## src/frame_rate_meter_limiter_core_assert.svh

```systemverilog
// Assertion macros for the frame rate meter and limiter.
// Used by the top level; no other dependencies.
`ifndef FRAME_RATE_METER_LIMITER_CORE_ASSERT_SVH
`define FRAME_RATE_METER_LIMITER_CORE_ASSERT_SVH

// Same-cycle implication, disabled in reset.
`define FRLM_ASSERT_IMP(label, ck, rn, ante, cons) \
    label: assert property (@(posedge ck) disable iff (!rn) (ante) |-> (cons)) \
        else $error("frlm: same-cycle check failed");

// Next-cycle implication, disabled in reset.
`define FRLM_ASSERT_NEXT(label, ck, rn, ante, cons) \
    label: assert property (@(posedge ck) disable iff (!rn) (ante) |=> (cons)) \
        else $error("frlm: next-cycle check failed");

`endif

```

## src/frlm_pkg.sv

```systemverilog
// Shared types, constants and the microcode table of the frame rate meter.
// No dependencies.
package frlm_pkg;

    localparam int SAMPLES_DEF    = 10;
    localparam int TS_W           = 32;
    localparam int FPS_W          = 22;
    localparam int PERIOD_W       = 16;
    localparam int DELAY_W        = 10;
    localparam int CAP_W          = 10;
    localparam int APB_ADDR_W     = 3;
    localparam int APB_DATA_W     = 32;
    localparam int MS_PER_S       = 1000;
    localparam int FPS_SCALE      = 256000;       // 1000 ms/s in Q.8
    localparam int FPS_DEFAULT_Q8 = 60 * 256;
    localparam int MAX_FPS_RESET  = 60;

    // register index (paddr[2])
    localparam logic REG_MAX_FPS = 1'b0;

    function automatic int num_width(input int samples);
        return $clog2(FPS_SCALE * samples + 1);
    endfunction

    function automatic int sum_width(input int samples);
        return $clog2(65535 * samples + 1);
    endfunction

    localparam int STEP_W = 4;
    typedef logic [STEP_W-1:0] step_t;

    typedef enum logic [2:0] {
        U_ACCEPT,
        U_RING,
        U_LOAD_FPS,
        U_DIV_STEP,
        U_STORE_FPS,
        U_LOAD_CAP,
        U_EMIT,
        U_NOP
    } uop_t;

    typedef enum logic [2:0] {
        J_NONE,
        J_ALWAYS,
        J_NO_ITEM,
        J_DIV_BUSY,
        J_OUT_BUSY
    } jmp_t;

    typedef struct packed {
        uop_t  op;
        jmp_t  jmp;
        step_t target;
    } uword_t;

    localparam step_t ST_ACCEPT  = 4'd0;
    localparam step_t ST_RING    = 4'd1;
    localparam step_t ST_LOAD_F  = 4'd2;
    localparam step_t ST_DIV_F   = 4'd3;
    localparam step_t ST_STORE_F = 4'd4;
    localparam step_t ST_LOAD_C  = 4'd5;
    localparam step_t ST_DIV_C   = 4'd6;
    localparam step_t ST_EMIT    = 4'd7;
    localparam step_t ST_BACK    = 4'd8;

    // Control store: jump to target when the condition holds, else fall through.
    function automatic uword_t ucode(input step_t s);
        uword_t w;
        unique case (s)
            ST_ACCEPT:  w = '{op: U_ACCEPT,    jmp: J_NO_ITEM,  target: ST_ACCEPT};
            ST_RING:    w = '{op: U_RING,      jmp: J_NONE,     target: ST_ACCEPT};
            ST_LOAD_F:  w = '{op: U_LOAD_FPS,  jmp: J_NONE,     target: ST_ACCEPT};
            ST_DIV_F:   w = '{op: U_DIV_STEP,  jmp: J_DIV_BUSY, target: ST_DIV_F};
            ST_STORE_F: w = '{op: U_STORE_FPS, jmp: J_NONE,     target: ST_ACCEPT};
            ST_LOAD_C:  w = '{op: U_LOAD_CAP,  jmp: J_NONE,     target: ST_ACCEPT};
            ST_DIV_C:   w = '{op: U_DIV_STEP,  jmp: J_DIV_BUSY, target: ST_DIV_C};
            ST_EMIT:    w = '{op: U_EMIT,      jmp: J_OUT_BUSY, target: ST_EMIT};
            ST_BACK:    w = '{op: U_NOP,       jmp: J_ALWAYS,   target: ST_ACCEPT};
            default:    w = '{op: U_NOP,       jmp: J_ALWAYS,   target: ST_ACCEPT};
        endcase
        return w;
    endfunction

    typedef struct packed {
        logic load;
        logic step;
        logic short_run;   // run CAP_W steps instead of the full width
    } div_ctrl_t;

endpackage

```

## src/frlm_if.sv

```systemverilog
// Valid/ready channel interfaces for frame items and meter results.
// Depends on frlm_pkg.
interface frlm_in_if import frlm_pkg::*; ();
    logic            valid;
    logic            ready;
    logic [TS_W-1:0] frame_start_ms;
    logic [TS_W-1:0] frame_end_ms;

    modport source (output valid, frame_start_ms, frame_end_ms, input ready);
    modport sink   (input valid, frame_start_ms, frame_end_ms, output ready);
endinterface

interface frlm_out_if import frlm_pkg::*; ();
    logic                valid;
    logic                ready;
    logic [FPS_W-1:0]    fps_q8;
    logic [PERIOD_W-1:0] period_ms;
    logic [DELAY_W-1:0]  delay_ms;

    modport source (output valid, fps_q8, period_ms, delay_ms, input ready);
    modport sink   (input valid, fps_q8, period_ms, delay_ms, output ready);
endinterface

```

## src/frlm_div.sv

```systemverilog
// Restoring divider, one quotient bit per step, shared by both divisions.
// Depends on frlm_pkg.
module frlm_div import frlm_pkg::*; #(
    parameter int SAMPLES = SAMPLES_DEF,
    localparam int NUM_W = num_width(SAMPLES),
    localparam int SUM_W = sum_width(SAMPLES)
) (
    input  logic             clk,
    input  logic             rst_n,
    input  div_ctrl_t        ctrl,
    input  logic [NUM_W-1:0] numer,
    input  logic [SUM_W-1:0] denom,
    output logic [NUM_W-1:0] quot,
    output logic             last
);

    localparam int BITS_W = $clog2(NUM_W + 1);

    logic [SUM_W-1:0]  rem_reg, rem_next;
    logic [NUM_W-1:0]  num_reg, num_next;
    logic [SUM_W-1:0]  den_reg, den_next;
    logic [BITS_W-1:0] bits_reg, bits_next;
    logic [SUM_W:0]    rem_shift;
    logic [SUM_W:0]    diff;
    logic              q_bit;

    always_comb
    begin
        rem_shift = {rem_reg, num_reg[NUM_W-1]};
        diff      = rem_shift - {1'b0, den_reg};
        q_bit     = ~diff[SUM_W];
        rem_next  = rem_reg;
        num_next  = num_reg;
        den_next  = den_reg;
        bits_next = bits_reg;
        if (ctrl.load)
        begin
            rem_next  = '0;
            num_next  = numer;
            den_next  = denom;
            bits_next = ctrl.short_run ? BITS_W'(CAP_W) : BITS_W'(NUM_W);
        end
        else if (ctrl.step)
        begin
            rem_next  = q_bit ? diff[SUM_W-1:0] : rem_shift[SUM_W-1:0];
            num_next  = {num_reg[NUM_W-2:0], q_bit};
            bits_next = bits_reg - BITS_W'(1);
        end
    end

    always_ff @(posedge clk or negedge rst_n)
    begin
        if (!rst_n)
        begin
            bits_reg <= '0;
        end
        else
        begin
            bits_reg <= bits_next;
        end
    end

    always_ff @(posedge clk)
    begin
        rem_reg <= rem_next;
        num_reg <= num_next;
        den_reg <= den_next;
    end

    assign quot = num_reg;
    assign last = (bits_reg == BITS_W'(1));

endmodule

```

## src/frame_rate_meter_limiter_core.sv

```systemverilog
// Frame rate meter and limiter: microcoded sequencer, ring of periods, APB register.
// Depends on frlm_pkg, frlm_if, frlm_div and frame_rate_meter_limiter_core_assert.svh.
//
//  channel    dir  handshake             payload
//  frame_ch   in   valid/ready           frame_start_ms, frame_end_ms
//  result_ch  out  valid/ready           fps_q8, period_ms, delay_ms
//  apb        in   psel/penable, pready  paddr, pwdata -> prdata (max_fps at 0x0)
//
// One item at a time: no new item is accepted before the current one is emitted. The
// one-bit-per-step divider runs 256000*count/sum and then 1000/cap (cap = max_fps, min 1).
// The result register frees the sequencer: it stalls at the emit step only while
// an earlier result is still untaken. Reset is immediate, no clearing pass;
// ring read data is only used once its entry has been written.
`include "frame_rate_meter_limiter_core_assert.svh"

module frame_rate_meter_limiter_core import frlm_pkg::*; #(
    parameter int SAMPLES = SAMPLES_DEF
) (
    input  logic                  clk,
    input  logic                  rst_n,
    frlm_in_if.sink               frame_ch,
    frlm_out_if.source            result_ch,
    input  logic                  psel,
    input  logic                  penable,
    input  logic                  pwrite,
    input  logic [APB_ADDR_W-1:0] paddr,
    input  logic [APB_DATA_W-1:0] pwdata,
    output logic [APB_DATA_W-1:0] prdata,
    output logic                  pready
);

    localparam int NUM_W  = num_width(SAMPLES);
    localparam int SUM_W  = sum_width(SAMPLES);
    localparam int CNT_W  = $clog2(SAMPLES + 1);
    localparam int SLOT_W = (SAMPLES > 1) ? $clog2(SAMPLES) : 1;
    localparam int PROD_W = 2 * CAP_W;

    // configuration
    logic [CAP_W-1:0] max_fps_reg, max_fps_next;
    logic [CAP_W-1:0] cap;
    logic             cfg_wr;

    // sequencer
    step_t  step_reg, step_next;
    uword_t uw;
    logic   jump;

    // state
    logic [SLOT_W-1:0] write_slot_reg, write_slot_next;
    logic [CNT_W-1:0]  filled_count_reg, filled_count_next;
    logic [TS_W-1:0]   last_end_reg, last_end_next;
    logic              seen_first_reg, seen_first_next;
    logic [SUM_W-1:0]  sum_reg, sum_next;
    logic              full;

    // working payload
    logic [PERIOD_W-1:0] period_reg, period_next;
    logic [CAP_W-1:0]    dur_lo_reg, dur_lo_next;
    logic                dur_hi_zero_reg, dur_hi_zero_next;
    logic [PROD_W-1:0]   prod_reg, prod_next;
    logic [FPS_W-1:0]    fps_val_reg, fps_val_next;
    logic [TS_W-1:0]     end_diff;
    logic [TS_W-1:0]     dur;

    // ring
    logic [PERIOD_W-1:0] ring_mem [SAMPLES];
    logic [PERIOD_W-1:0] rd_data_reg;
    logic                ring_we;

    // result register
    logic                out_valid_reg, out_valid_next;
    logic [FPS_W-1:0]    out_fps_reg, out_fps_next;
    logic [PERIOD_W-1:0] out_period_reg, out_period_next;
    logic [DELAY_W-1:0]  out_delay_reg, out_delay_next;
    logic                out_busy;

    // divider
    div_ctrl_t        div_ctrl;
    logic [NUM_W-1:0] div_numer;
    logic [SUM_W-1:0] div_denom;
    logic [NUM_W-1:0] div_quot;
    logic             div_last;

    logic item_acc;

    // ---------------- APB register ----------------
    assign pready = 1'b1;
    assign cfg_wr = psel && penable && pwrite;
    assign cap    = (max_fps_reg == '0) ? CAP_W'(1) : max_fps_reg;

    always_comb
    begin
        max_fps_next = max_fps_reg;
        if (cfg_wr && (paddr[2] == REG_MAX_FPS))
        begin
            max_fps_next = pwdata[CAP_W-1:0];
        end
    end

    always_comb
    begin
        unique case (paddr[2])
            REG_MAX_FPS: prdata = APB_DATA_W'(max_fps_reg);
            default:     prdata = '0;
        endcase
    end

    // ---------------- sequencer ----------------
    assign uw             = ucode(step_reg);
    assign frame_ch.ready = (uw.op == U_ACCEPT);
    assign item_acc       = frame_ch.valid && frame_ch.ready;
    assign out_busy       = out_valid_reg && !result_ch.ready;

    always_comb
    begin
        case (uw.jmp)
            J_NONE:     jump = 1'b0;
            J_ALWAYS:   jump = 1'b1;
            J_NO_ITEM:  jump = !frame_ch.valid;
            J_DIV_BUSY: jump = !div_last;
            J_OUT_BUSY: jump = out_busy;
            default:    jump = 1'b1;
        endcase
        step_next = jump ? uw.target : step_reg + step_t'(1);
    end

    // ---------------- datapath ----------------
    assign full     = (filled_count_reg == CNT_W'(SAMPLES));
    assign end_diff = frame_ch.frame_end_ms - last_end_reg;
    assign dur      = frame_ch.frame_end_ms - frame_ch.frame_start_ms;
    assign ring_we  = (uw.op == U_RING);

    always_comb
    begin
        write_slot_next   = write_slot_reg;
        filled_count_next = filled_count_reg;
        last_end_next     = last_end_reg;
        seen_first_next   = seen_first_reg;
        sum_next          = sum_reg;
        period_next       = period_reg;
        dur_lo_next       = dur_lo_reg;
        dur_hi_zero_next  = dur_hi_zero_reg;
        prod_next         = prod_reg;
        fps_val_next      = fps_val_reg;
        out_valid_next    = out_valid_reg && !result_ch.ready;
        out_fps_next      = out_fps_reg;
        out_period_next   = out_period_reg;
        out_delay_next    = out_delay_reg;

        case (uw.op)
            U_ACCEPT:
            begin
                if (item_acc)
                begin
                    if (!seen_first_reg)
                        period_next = '0;
                    else if (end_diff[TS_W-1:PERIOD_W] != '0)
                        period_next = '1;
                    else
                        period_next = end_diff[PERIOD_W-1:0];
                    seen_first_next  = 1'b1;
                    last_end_next    = frame_ch.frame_end_ms;
                    dur_lo_next      = dur[CAP_W-1:0];
                    dur_hi_zero_next = (dur[TS_W-1:CAP_W] == '0);
                end
            end
            U_RING:
            begin
                // running sum: drop the period being overwritten once the ring is full
                sum_next = sum_reg - (full ? SUM_W'(rd_data_reg) : '0)
                           + SUM_W'(period_reg);
                write_slot_next = (write_slot_reg == SLOT_W'(SAMPLES - 1))
                                  ? '0 : write_slot_reg + SLOT_W'(1);
                if (!full)
                    filled_count_next = filled_count_reg + CNT_W'(1);
                prod_next = PROD_W'(dur_lo_reg) * PROD_W'(cap);
            end
            U_STORE_FPS:
            begin
                fps_val_next = (sum_reg == '0) ? FPS_W'(FPS_DEFAULT_Q8) : FPS_W'(div_quot);
            end
            U_EMIT:
            begin
                if (!out_busy)
                begin
                    out_valid_next  = 1'b1;
                    out_fps_next    = fps_val_reg;
                    out_period_next = period_reg;
                    // quotient holds 1000/cap in its low bits here
                    if (dur_hi_zero_reg && (prod_reg < PROD_W'(MS_PER_S)))
                        out_delay_next = DELAY_W'(div_quot[CAP_W-1:0] - dur_lo_reg);
                    else
                        out_delay_next = '0;
                end
            end
            default:
            begin
            end
        endcase
    end

    // divider hookup
    always_comb
    begin
        div_ctrl.load      = (uw.op == U_LOAD_FPS) || (uw.op == U_LOAD_CAP);
        div_ctrl.step      = (uw.op == U_DIV_STEP);
        div_ctrl.short_run = (uw.op == U_LOAD_CAP);
        if (uw.op == U_LOAD_CAP)
        begin
            // dividend sits in the top bits so CAP_W steps suffice
            div_numer = NUM_W'(MS_PER_S) << (NUM_W - CAP_W);
            div_denom = SUM_W'(cap);
        end
        else
        begin
            div_numer = NUM_W'(FPS_SCALE) * NUM_W'(filled_count_reg);
            div_denom = sum_reg;
        end
    end

    frlm_div #(
        .SAMPLES (SAMPLES)
    ) u_div (
        .clk   (clk),
        .rst_n (rst_n),
        .ctrl  (div_ctrl),
        .numer (div_numer),
        .denom (div_denom),
        .quot  (div_quot),
        .last  (div_last)
    );

    // ---------------- registers ----------------
    always_ff @(posedge clk or negedge rst_n)
    begin
        if (!rst_n)
        begin
            max_fps_reg      <= CAP_W'(MAX_FPS_RESET);
            step_reg         <= ST_ACCEPT;
            write_slot_reg   <= '0;
            filled_count_reg <= '0;
            last_end_reg     <= '0;
            seen_first_reg   <= 1'b0;
            sum_reg          <= '0;
            out_valid_reg    <= 1'b0;
        end
        else
        begin
            max_fps_reg      <= max_fps_next;
            step_reg         <= step_next;
            write_slot_reg   <= write_slot_next;
            filled_count_reg <= filled_count_next;
            last_end_reg     <= last_end_next;
            seen_first_reg   <= seen_first_next;
            sum_reg          <= sum_next;
            out_valid_reg    <= out_valid_next;
        end
    end

    always_ff @(posedge clk)
    begin
        period_reg      <= period_next;
        dur_lo_reg      <= dur_lo_next;
        dur_hi_zero_reg <= dur_hi_zero_next;
        prod_reg        <= prod_next;
        fps_val_reg     <= fps_val_next;
        out_fps_reg     <= out_fps_next;
        out_period_reg  <= out_period_next;
        out_delay_reg   <= out_delay_next;
    end

    // period ring, read data registered
    always_ff @(posedge clk)
    begin
        if (ring_we)
            ring_mem[write_slot_reg] <= period_reg;
        rd_data_reg <= ring_mem[write_slot_reg];
    end

    assign result_ch.valid     = out_valid_reg;
    assign result_ch.fps_q8    = out_fps_reg;
    assign result_ch.period_ms = out_period_reg;
    assign result_ch.delay_ms  = out_delay_reg;

    // ---------------- checks ----------------
    `FRLM_ASSERT_IMP(a_fill_bound, clk, rst_n, 1'b1, filled_count_reg <= CNT_W'(SAMPLES))
    `FRLM_ASSERT_IMP(a_slot_tracks_fill, clk, rst_n, !full, CNT_W'(write_slot_reg) == filled_count_reg)
    `FRLM_ASSERT_IMP(a_empty_sum, clk, rst_n, filled_count_reg == '0, sum_reg == '0)
    `FRLM_ASSERT_NEXT(a_one_item, clk, rst_n, item_acc, !frame_ch.ready)

endmodule
```

## src/flat_wrapper.sv

```systemverilog
// flat-port wrapper written by rule: the top's interface ports become plain ports
module frame_rate_meter_limiter_core_flat import frlm_pkg::*;
#(
    parameter int SAMPLES = SAMPLES_DEF
)
  (clk, rst_n, psel, penable, pwrite, paddr, pwdata, prdata, pready, frame_ch_valid, frame_ch_frame_start_ms, frame_ch_frame_end_ms, frame_ch_ready, result_ch_valid, result_ch_fps_q8, result_ch_period_ms, result_ch_delay_ms, result_ch_ready);
  frlm_in_if frame_ch_i ();
  frlm_out_if result_ch_i ();
  input  logic clk;
  input  logic rst_n;
  input  logic psel;
  input  logic penable;
  input  logic pwrite;
  input  logic [APB_ADDR_W-1:0] paddr;
  input  logic [APB_DATA_W-1:0] pwdata;
  output logic [APB_DATA_W-1:0] prdata;
  output logic pready;
  input wire logic [$bits(frame_ch_i.valid)-1:0] frame_ch_valid;
  input wire logic [$bits(frame_ch_i.frame_start_ms)-1:0] frame_ch_frame_start_ms;
  input wire logic [$bits(frame_ch_i.frame_end_ms)-1:0] frame_ch_frame_end_ms;
  output wire logic [$bits(frame_ch_i.ready)-1:0] frame_ch_ready;
  output wire logic [$bits(result_ch_i.valid)-1:0] result_ch_valid;
  output wire logic [$bits(result_ch_i.fps_q8)-1:0] result_ch_fps_q8;
  output wire logic [$bits(result_ch_i.period_ms)-1:0] result_ch_period_ms;
  output wire logic [$bits(result_ch_i.delay_ms)-1:0] result_ch_delay_ms;
  input wire logic [$bits(result_ch_i.ready)-1:0] result_ch_ready;
  assign frame_ch_i.valid = frame_ch_valid;
  assign frame_ch_i.frame_start_ms = frame_ch_frame_start_ms;
  assign frame_ch_i.frame_end_ms = frame_ch_frame_end_ms;
  assign frame_ch_ready = frame_ch_i.ready;
  assign result_ch_valid = result_ch_i.valid;
  assign result_ch_fps_q8 = result_ch_i.fps_q8;
  assign result_ch_period_ms = result_ch_i.period_ms;
  assign result_ch_delay_ms = result_ch_i.delay_ms;
  assign result_ch_i.ready = result_ch_ready;
  frame_rate_meter_limiter_core #(.SAMPLES(SAMPLES)) u_core (.clk(clk), .rst_n(rst_n), .frame_ch(frame_ch_i), .result_ch(result_ch_i), .psel(psel), .penable(penable), .pwrite(pwrite), .paddr(paddr), .pwdata(pwdata), .prdata(prdata), .pready(pready));
endmodule
```

## config.mk

```make
export PLATFORM = sky130hd
export DESIGN_NAME = frame_rate_meter_limiter_core_flat
export DESIGN_NICKNAME = d
export VERILOG_FILES = /design/src/frlm_pkg.sv /design/src/frlm_if.sv /design/src/frlm_div.sv /design/src/frame_rate_meter_limiter_core.sv /design/src/flat_wrapper.sv
export VERILOG_INCLUDE_DIRS = /design/src /design/src/src
export SDC_FILE = /design/constraint.sdc
export NUM_CORES = 1
export LEC_CHECK = 0
export ABC_AREA = 1
export BUFFER_PORTS_ARGS = -buffer_cell sky130_fd_sc_hd__clkbuf_2
export CAP_MARGIN = 10
export CORE_MARGIN = 2
export CORE_UTILIZATION = 55
export CTS_CLUSTER_SIZE = 40
export DETAILED_ROUTE_END_ITERATION = 10
export HOLD_SLACK_MARGIN = 0.06
export PLACE_DENSITY = 0.82
export REMOVE_ABC_BUFFERS = 1
export SKIP_LAST_GASP = 1
export SLEW_MARGIN = 10
export SYNTH_ARGS = -nofsm -noshare
export SYNTH_HDL_FRONTEND = slang
export SYNTH_SLANG_ARGS = --single-unit
```

## constraint.sdc

```tcl
create_clock -name clk -period 5.6 [get_ports clk]
set_input_delay 0.84 -clock clk [delete_from_list [all_inputs] [get_ports clk]]
set_output_delay 0.84 -clock clk [all_outputs]
set_load 0.01 [all_outputs]
```

==> results of run 1 <==
Yosys cell counts, types with 16 or more instances:
cell type,instances,share of area
sky130_fd_sc_hd__o211ai_1,33,0.0087
sky130_fd_sc_hd__nor3_1,27,0.0048
sky130_fd_sc_hd__a21oi_1,120,0.021
sky130_fd_sc_hd__dfxtp_1,36,0.025
sky130_fd_sc_hd__nand2_1,906,0.12
sky130_fd_sc_hd__buf_4,23,0.0061
sky130_fd_sc_hd__nor2_1,254,0.034
sky130_fd_sc_hd__fa_1,89,0.063
sky130_fd_sc_hd__dfrtp_1,77,0.068
sky130_fd_sc_hd__xnor2_1,30,0.0093
sky130_fd_sc_hd__edfxtp_1,316,0.33
sky130_fd_sc_hd__a22oi_1,37,0.0098
sky130_fd_sc_hd__xor2_1,45,0.014
sky130_fd_sc_hd__inv_2,16,0.0021
sky130_fd_sc_hd__o21ai_0,134,0.024
sky130_fd_sc_hd__nand4_1,29,0.0064
sky130_fd_sc_hd__clkbuf_1,60,0.0079
sky130_fd_sc_hd__inv_1,660,0.087
sky130_fd_sc_hd__ha_1,188,0.083
sky130_fd_sc_hd__nand3_1,168,0.030
per-layer routing:
| layer | wire length (um) | vias up |
|---|---|---|
| met5 | 49 | - |
| met4 | 2310 | 8 |
| met3 | 4320 | 147 |
| met2 | 31600 | 762 |
| met1 | 28700 | 10500 |
| li1 | - | 11100 |
metrics by stage:
stage	worst slack [ns]	cells	hold WS, ns	utilization
detailed placement	0.554	4183	0.405	0.582
CTS	0.553	4267	0.238	0.613
global placement	0.603	4183	0.402	0.582
global route	0.256	4267	0.281	0.613
floorplan	0.585	3331	0.400	-
finish	0.552	4269	0.257	0.613
cells in the final DEF (no fill, tap or decap), types with 10 or more instances in the layout:
cell and count:
sky130_fd_sc_hd__a21oi_1 120, sky130_fd_sc_hd__a22oi_1 37, sky130_fd_sc_hd__buf_4 32, sky130_fd_sc_hd__clkbuf_16 46, sky130_fd_sc_hd__clkbuf_2 140, sky130_fd_sc_hd__clkinv_1 18, sky130_fd_sc_hd__conb_1 23, sky130_fd_sc_hd__dfrtp_1 77
sky130_fd_sc_hd__dfxtp_1 36, sky130_fd_sc_hd__edfxtp_1 316, sky130_fd_sc_hd__fa_1 89, sky130_fd_sc_hd__ha_1 188, sky130_fd_sc_hd__inv_1 660, sky130_fd_sc_hd__inv_2 17, sky130_fd_sc_hd__nand2_1 906, sky130_fd_sc_hd__nand2_2 14
sky130_fd_sc_hd__nand3_1 168, sky130_fd_sc_hd__nand3_2 14, sky130_fd_sc_hd__nand4_1 29, sky130_fd_sc_hd__nor2_1 248, sky130_fd_sc_hd__nor2_2 16, sky130_fd_sc_hd__nor3_1 21, sky130_fd_sc_hd__o211ai_1 33, sky130_fd_sc_hd__o21ai_0 134
sky130_fd_sc_hd__o21bai_1 10, sky130_fd_sc_hd__xnor2_1 30, sky130_fd_sc_hd__xor2_1 45
worst max-delay path: cells and delay by family (launching register included):
kind	cells	cell delay, ns
fa+ha+maj	6	2.91
simple gates	2	0.19
xor+xnor	1	0.09
buf+inv	5	0.25
compound gates	3	0.62
flops	1	0.71
cell type report:
class | count | area [sq um]
Clock buffer | 53 | 1190
Tap cell | 680 | 851
Clock inverter | 31 | 363
Inverter | 684 | 2570
Timing Repair Buffer | 172 | 941
Fill cell | 4223 | 19800
Antenna cell | 2 | 5.00
Multi-Input combinational cell | 2214 | 13200
Sequential cell | 433 | 12200
kinds of logic (layout without fill, tap and decap cells):
logic type / after synthesis / after routing / synth area share
other cells: 2 / 25 / 0.000265
xor+xnor: 75 / 75 / 0.0231
simple gates: 1463 / 1463 / 0.215
fa+ha+maj: 277 / 277 / 0.146
flops: 433 / 433 / 0.431
buf+inv: 783 / 940 / 0.108
compound gates: 376 / 376 / 0.0764
final timing paths:
check / endpoint / slack, ns / cells past startpoint
setup / recovery: u_core.prod_reg[16] / 0.55 / 17
hold / removal: u_core.last_end_reg[28] / 0.26 / 1
setup reg to reg: u_core.prod_reg[16] / 0.55 / 17
hold reg to reg: u_core.result_ch.fps_q8[7] / 0.42 / 0
max in group asynchronous: u_core.sum_reg[14] / 4.32 / 2
min in group clk: u_core.result_ch.fps_q8[7] / 0.42 / 0
==> metrics.json, run 1 <==
{
  "setup_repair_after_global_routing_missed_its_margin": "no",
  "timing.final.hold_violations": 0,
  "first_pass_iters": 6,
  "synth.avg_cell_area_sq_um": 8.33,
  "die_w_um": 231,
  "largest_reg_flops": 160,
  "postSynth.topFlopCell": "sky130_fd_sc_hd__edfxtp_1",
  "ios": 189,
  "clkSlewWorstSetupHoldPaths_ns": 0.06,
  "worstMarginPinSlew_ns": 1.15,
  "via_count_of_the_first_global_routing_pass": 21900,
  "yosys_synthesis_warning_count": 0,
  "dr.first_iter.drc_count": 1742,
  "final_period_minus_worst_setup_slack_ns": 5.05,
  "worstSetupStartpointType": "flop",
  "fin_nets": 3934,
  "grt_use_total": 0.254,
  "flow.area_growth_from_synthesis_pct": 10.5,
  "clock-sinks": 433,
  "placement.cell_area_sq_mm": 0.0298,
  "root_buffer_cell": "sky130_fd_sc_hd__clkbuf_16",
  "drt-vias-per-instance": 5.27,
  "timing.critical_path.arrival_ns": 5.37,
  "numCtsBuffers": 46,
  "critPathSlowestCell": "sky130_fd_sc_hd__dfstp_2",
  "yosysSeqAreaShare": 0.431,
  "synthesis.area_sq_mm": 0.0284,
  "number_of_pins_with_negative_max_slew_slack_in_the_final_report": 0,
  "grt-busiest-layer": "met2",
  "worstPathCellList": "nand2_1 -> fa_1 -> inv_1 -> fa_1 -> inv_1 -> fa_1 -> inv_1 -> fa_1 -> inv_1 -> fa_1 -> inv_1 -> ha_1 -> nand2_1 -> o21ai_0 -> a31oi_1 -> o21ai_0 -> xor2_1",
  "setup.worst_path.start": "u_core.max_fps_reg[3]",
  "use_met2": 0.428,
  "gr-usage-met1": 0.335,
  "cell_area_after_layout_sq_mm": 0.0314,
  "postRouteAntennaNets": 0,
  "setup_tns_ns": 0,
  "dr_total_vias": 22500,
  "tritoncts": "yes",
  "drc_viols": 0,
  "worst_path_largest_cell_delay_ns": 0.71,
  "relSlewSlack": 0.232,
  "post_cts_hold_buffer_count": 0,
  "place.gp.congestion": 0.936,
  "drive_above_1_share": 0.0906,
  "postSynthCellCount": 3409,
  "post_detailed_route_wirelength_per_cell_um": 15.7,
  "synth_async_sr_flop_share": 0.187,
  "cts_max_level": 2,
  "clock_skew_ns": 0.0297,
  "placementRows": 83,
  "critPathCaptureType": "flop",
  "dpl.hpwl_um": 50200,
  "grt_pass1_wl_um": 108000,
  "antenna_found_initial": 5,
  "placeableCoreArea_sq_mm": 0.0512,
  "synth-edff-count": 316,
  "class_of_the_most_critical_hold_timing_path": "in -> async",
  "result_of_the_run": "completed",
  "worst_r2r_startpoint": "u_core.max_fps_reg[3]",
  "max_clock_freq_ghz": 0.198,
  "grt_max_degree": 45,
  "cap_violations": 0,
  "final.period_utilization": 0.901,
  "yosys.cell_types.count": 54,
  "floorplan.initialDensity": 0.554,
  "fp.dieH_um": 231,
  "grtUsageMet3": 0.0336,
  "worst-endpoint-required_ns": 5.93,
  "synth_seq_cells": 433,
  "insertion_delay_ns": 0.58,
  "postCtsSetupBuffers": 0,
  "class_of_the_most_critical_setup_path": "reg -> reg",
  "clock_path_buffers": 3,
  "setup-violations-final": 0,
  "critical_path_peak_fanout": 13,
  "floorplan.die_area_sq_mm": 0.0534,
  "grt_overflow_total": 0,
  "cts-resized-gates": 0,
  "placement.io_buffers": 141,
  "drt_wl_total_um": 66900
}
Power of run 1 is left out: the tool's default activity adds up to more than one toggle a clock period on the data nets, which glitch-free logic cannot reach.
==> run 2, diff against run 1 <==
--- a/config.mk
+++ b/config.mk
@@ -6,7 +6,6 @@
 export SDC_FILE = /design/constraint.sdc
 export NUM_CORES = 1
 export LEC_CHECK = 0
-export ABC_AREA = 1
 export BUFFER_PORTS_ARGS = -buffer_cell sky130_fd_sc_hd__clkbuf_2
 export CAP_MARGIN = 10
 export CORE_MARGIN = 2
@@ -14,7 +13,7 @@
 export CTS_CLUSTER_SIZE = 40
 export DETAILED_ROUTE_END_ITERATION = 10
 export HOLD_SLACK_MARGIN = 0.06
-export PLACE_DENSITY = 0.82
+export PLACE_DENSITY = 0.83
 export REMOVE_ABC_BUFFERS = 1
 export SKIP_LAST_GASP = 1
 export SLEW_MARGIN = 10
==> run 2 against run 1 <==
  * Design area down 4.8%
  * Core utilization up 1.4 points
  * Register-to-register slack got worse by 0.46 ns
  * Cell count fell by 23%
  * First-iteration DRC count fell by 22%
  * Routed wire length down 6.8%
  * Global-route usage decreased by 0.33 points
  * Clock skew rose by 0.0034 ns
  * Maximum frequency shrank 8.4%
==> metrics.json, run 2 <==
{
  "internal_pwr_total_mw": 11.9,
  "synth.avg_cell_area": {"value": 10.8, "unit": "sq um", "change": "was 8.33 sq um"},
  "synth.top_cells.by_area": {"value": "sky130_fd_sc_hd__edfxtp_1, sky130_fd_sc_hd__ha_1, sky130_fd_sc_hd__dfrtp_1, sky130_fd_sc_hd__fa_1, sky130_fd_sc_hd__inv_1", "change": "was sky130_fd_sc_hd__edfxtp_1, sky130_fd_sc_hd__nand2_1, sky130_fd_sc_hd__inv_1, sky130_fd_sc_hd__ha_1, sky130_fd_sc_hd__dfrtp_1"},
  "result_of_the_run": {"value": "completed", "change": "unchanged"},
  "placementRows": {"value": 80, "change": "was 83"},
  "yosysMostFrequentCell": {"value": "sky130_fd_sc_hd__edfxtp_1", "change": "was sky130_fd_sc_hd__nand2_1"},
  "most_area_hungry_cell_type_in_the_yosys_netlist": {"value": "sky130_fd_sc_hd__edfxtp_1", "change": "unchanged"},
  "drive_above_1_share": {"value": 0.147, "change": "was 0.0906"},
  "worstMarginPinSlew": {"value": 1.06, "unit": "ns", "change": "was 1.15 ns"},
  "layout.cells.most_common": {"value": "sky130_fd_sc_hd__edfxtp_1", "change": "was sky130_fd_sc_hd__nand2_1"},
  "yosysSeqAreaShare": {"value": 0.461, "change": "was 0.431"},
  "numCtsBuffers": {"value": 46, "change": "unchanged"},
  "number_of_pins_with_negative_max_slew_slack_in_the_final_report": {"value": 0, "change": "unchanged"},
  "pwr-share-clk": 0.161,
  "synth.cells.most_frequent": {"value": "sky130_fd_sc_hd__edfxtp_1, sky130_fd_sc_hd__inv_1, sky130_fd_sc_hd__nand2_1", "change": "was sky130_fd_sc_hd__nand2_1, sky130_fd_sc_hd__inv_1, sky130_fd_sc_hd__edfxtp_1"},
  "clock_skew": {"value": 0.0331, "unit": "ns", "change": "was 0.0297 ns"},
  "ios": {"value": 189, "change": "unchanged"},
  "postSynth.topFlopCell": {"value": "sky130_fd_sc_hd__edfxtp_1", "change": "unchanged"},
  "setup_slack": {"value": 0.0904, "unit": "ns", "change": "was 0.552 ns"},
  "yosys.cell_types.count": {"value": 91, "change": "was 54"},
  "postRouteAntennaNets": {"value": 0, "change": "unchanged"},
  "yosys_synthesis_warning_count": {"value": 0, "change": "unchanged"},
  "clkSlewWorstSetupHoldPaths": {"value": 0.06, "unit": "ns", "change": "about the same"},
  "via_count_of_the_first_global_routing_pass": {"value": 19600, "change": "was 21900"},
  "grt_overflow_total": {"value": 0, "change": "unchanged"},
  "root_buffer_cell": {"value": "sky130_fd_sc_hd__clkbuf_16", "change": "unchanged"},
  "dr.first_iter.drc_count": {"value": 1359, "change": "was 1742"},
  "cell_area_after_layout": {"value": 0.0298, "unit": "sq mm", "change": "was 0.0314 sq mm"},
  "critical_path_peak_fanout": {"value": 7, "change": "was 13"},
  "largest_reg_flops": {"value": 160, "change": "unchanged"},
  "met1_length": {"value": 24300, "unit": "um", "change": "was 28700 um"},
  "relSlewSlack": {"value": 0.291, "change": "was 0.232"},
  "worst-endpoint-required": {"value": 5.92, "unit": "ns", "change": "was 5.93 ns"},
  "setup-violations-final": {"value": 0, "change": "unchanged"},
  "place.gp.congestion": {"value": 0.920, "change": "was 0.936"},
  "fp.dieH": {"value": 224, "unit": "um", "change": "was 231 um"},
  "synthesis.area": {"value": 0.0265, "unit": "sq mm", "change": "was 0.0284 sq mm"},
  "max-vdd-ir-drop_mv": 0.847,
  "static-leakage-power_nw": 12.8,
  "drt_wl_total": {"value": 62400, "unit": "um", "change": "was 66900 um"},
  "drt-vias-per-instance": {"value": 5.87, "change": "was 5.27"},
  "most_frequent_cp_cell": "sky130_fd_sc_hd__fa_1",
  "floorplan.initialDensity": {"value": 0.557, "change": "was 0.554"},
  "synth_seq_cells": {"value": 433, "change": "unchanged"},
  "grt_pass1_wl": {"value": 100000, "unit": "um", "change": "was 108000 um"},
  "first_pass_iters": {"value": 5, "change": "was 6"},
  "flow.area_growth_from_synthesis": {"value": 12.4, "unit": "%", "change": "was 10.5%"},
  "insertion_delay": {"value": 0.59, "unit": "ns", "change": "was 0.58 ns"},
  "cts_max_level": {"value": 2, "change": "unchanged"},
  "cap_violations": {"value": 0, "change": "unchanged"},
  "placeableCoreArea": {"value": 0.0476, "unit": "sq mm", "change": "was 0.0512 sq mm"},
  "dr_total_vias": {"value": 19200, "change": "was 22500"},
  "antenna_found_initial": {"value": 4, "change": "was 5"},
  "class_of_the_most_critical_hold_timing_path": {"value": "in -> async", "change": "unchanged"},
  "total_switching_power_mw": 8.62,
  "final_period_minus_worst_setup_slack": {"value": 5.51, "unit": "ns", "change": "was 5.05 ns"},
  "post_detailed_route_wirelength_per_cell": {"value": 19.1, "unit": "um", "change": "was 15.7 um"},
  "floorplan.die_area": {"value": 0.0500, "unit": "sq mm", "change": "was 0.0534 sq mm"},
  "worstSetupStartpointType": {"value": "flop", "change": "unchanged"},
  "timing.critical_path.arrival": {"value": 5.83, "unit": "ns", "change": "was 5.37 ns"},
  "synth_largest_type_area_fraction": {"value": 0.357, "change": "was 0.334"},
  "power_density_mw_per_mm2": 688,
  "die_w": {"value": 224, "unit": "um", "change": "was 231 um"},
  "clock_path_buffers": {"value": 3, "change": "unchanged"},
  "critPathCaptureType": {"value": "flop", "change": "unchanged"},
  "post-route-util": {"value": 0.626, "change": "was 0.613"},
  "clock-sinks": {"value": 433, "change": "unchanged"},
  "final_cell_mix": {"value": "sky130_fd_sc_hd__edfxtp_1, sky130_fd_sc_hd__inv_1, sky130_fd_sc_hd__nand2_1", "change": "was sky130_fd_sc_hd__nand2_1, sky130_fd_sc_hd__inv_1, sky130_fd_sc_hd__edfxtp_1"},
  "placement.cell_area": {"value": 0.0280, "unit": "sq mm", "change": "was 0.0298 sq mm"},
  "grt_max_degree": {"value": 46, "change": "was 45"},
  "dr_wl_met3": {"value": 3790, "unit": "um", "change": "was 4320 um"},
  "dpl.hpwl": {"value": 44800, "unit": "um", "change": "was 50200 um"},
  "worst_path_largest_cell_delay": {"value": 0.61, "unit": "ns", "change": "was 0.71 ns"},
  "timing.final.hold_violations": {"value": 0, "change": "unchanged"},
  "worstPathCellList": {"value": "nand2_1 -> fa_1 -> fa_1 -> inv_1 -> fa_1 -> fa_1 -> inv_1 -> fa_1 -> inv_1 -> ha_4 -> nor3_1 -> a21oi_2 -> a41o_1 -> o211a_1 -> o21a_1 -> o21ai_2 -> nand2b_1 -> a21oi_2 -> xnor2_1", "change": "was nand2_1 -> fa_1 -> inv_1 -> fa_1 -> inv_1 -> fa_1 -> inv_1 -> fa_1 -> inv_1 -> fa_1 -> inv_1 -> ha_1 -> nand2_1 -> o21ai_0 -> a31oi_1 -> o21ai_0 -> xor2_1"},
  "place_ws": {"value": -0.244, "unit": "ns", "change": "was 0.554 ns"},
  "comb_power_share": 0.579,
  "dr_wl_met2": {"value": 31900, "unit": "um", "change": "was 31600 um"},
  "critPathSlowestCell": {"value": "sky130_fd_sc_hd__dfstp_2", "change": "unchanged"},
  "class_of_the_most_critical_setup_path": {"value": "reg -> reg", "change": "unchanged"},
  "drc_viols": {"value": 0, "change": "unchanged"},
  "placement.io_buffers": {"value": 141, "change": "unchanged"},
  "final.period_utilization": {"value": 0.984, "change": "was 0.901"},
  "max_clock_freq": {"value": 0.182, "unit": "GHz", "change": "was 0.198 GHz"},
  "tritoncts": {"value": "yes", "change": "unchanged"},
  "fin_nets": {"value": 3004, "change": "was 3934"},
  "grt_use_total": {"value": 0.251, "change": "was 0.254"},
  "power_frac_seq": 0.260,
  "synth-edff-count": {"value": 316, "change": "unchanged"},
  "synth_async_sr_flop_share": {"value": 0.187, "change": "unchanged"},
  "power_switching_share": 0.420,
  "topRoutingLayerUsed": {"value": "met5", "change": "unchanged"},
  "postSynthCellCount": {"value": 2463, "change": "was 3409"}
}
## run 2: cell types whose count changed in the layout (fill, tap and decap cells not counted), moves of 33 or more
cell / change
sky130_fd_sc_hd__nor2_1: -124
sky130_fd_sc_hd__a22oi_1: -35
sky130_fd_sc_hd__nor2b_1: +59
sky130_fd_sc_hd__nand3_1: -97
sky130_fd_sc_hd__nand2_1: -698
sky130_fd_sc_hd__and3_1: +33
sky130_fd_sc_hd__and2_1: +45
sky130_fd_sc_hd__a21o_1: +33
sky130_fd_sc_hd__inv_1: -385
## run 2: area by class of cell
type	count	area, sq um
clock buffer	54	1200
sequential	433	12200
timing repair buffer	206	1230
clock inverter	30	450
fill	3504	17800
tap	615	769
antenna	2	5.00
inverter	280	1050
multi-input combinational	1654	12900
## run 2: cell families after synthesis
kind of cell,synth area share
muxes,0.0398
and+or+nand+nor,0.130
other,0.000283
buffers and inverters,0.0622
AOI/OAI and AO/OA,0.116
xor gates and xnor gates,0.0346
DFF,0.461
adders and majority gates,0.156
## run 2: repair_timing
item | 4_1_cts | 5_1_grt
hold buffers | 0 | 0
buffers inserted | 2 | 6
hold endpoints to repair | 0 | 0
pin swaps | 4 | 18
resized for setup | 10 | 19
endpoints found under the setup margin | 2 | 3
## run 2: worst paths after layout
kind / startpoint / slack [ns] / to / cells after the start
max: u_core.max_fps_reg[4] / 0.09 / u_core.prod_reg[19] / 19
min: rst_n / 0.25 / u_core.last_end_reg[29] / 1
max reg2reg: u_core.max_fps_reg[4] / 0.09 / u_core.prod_reg[19] / 19
min reg2reg: u_core.fps_val_reg[18] / 0.41 / u_core.result_ch.fps_q8[18] / 0
max in group asynchronous: rst_n / 4.26 / u_core.u_div.bits_reg[3] / 2
min in group clk: u_core.fps_val_reg[18] / 0.41 / u_core.result_ch.fps_q8[18] / 0
## run 2: critical path, delay by kind of cell, from the launching register on
kind | cells | cell delay, ns
DFF | 1 | 0.61
buffers and inverters | 3 | 0.21
adders and majority gates | 6 | 2.86
AOI/OAI and AO/OA | 6 | 1.07
xor gates and xnor gates | 1 | 0.12
and+or+nand+nor | 3 | 0.38
## run 2: power groups by stage
stage	sequential, mW	combinational [mW]	clock [mW]
6_report	5.34	11.9	3.31
5_1_grt	5.43	13.3	3.46
3_3_place_gp	5.34	10.3	0
3_5_place_dp	5.39	10.8	0
4_1_cts	5.35	11.2	3.35
2_1_floorplan	5.42	8.11	0
## run 2: per-layer routing
metal	vias to the layer above	global-route usage
met5	-	0
met3	157	0.0386
met2	750	0.455
li1	8920	-
met4	4	0.0959
met1	9383	0.301
## run 2: metrics by stage
stage	hold WS (ns)	power [mW]	instances	setup TNS (ns)
6_report	0.251	20.5	3274	0
5_1_grt	0.287	22.2	3272	-0.145
3_3_place_gp	0.403	15.7	3179	-0.0203
3_5_place_dp	0.405	16.2	3179	-0.391
2_1_floorplan	0.400	13.5	2367	-2.15
4_1_cts	0.244	19.9	3265	0
Note: power is estimated with default switching activity, not from simulation.
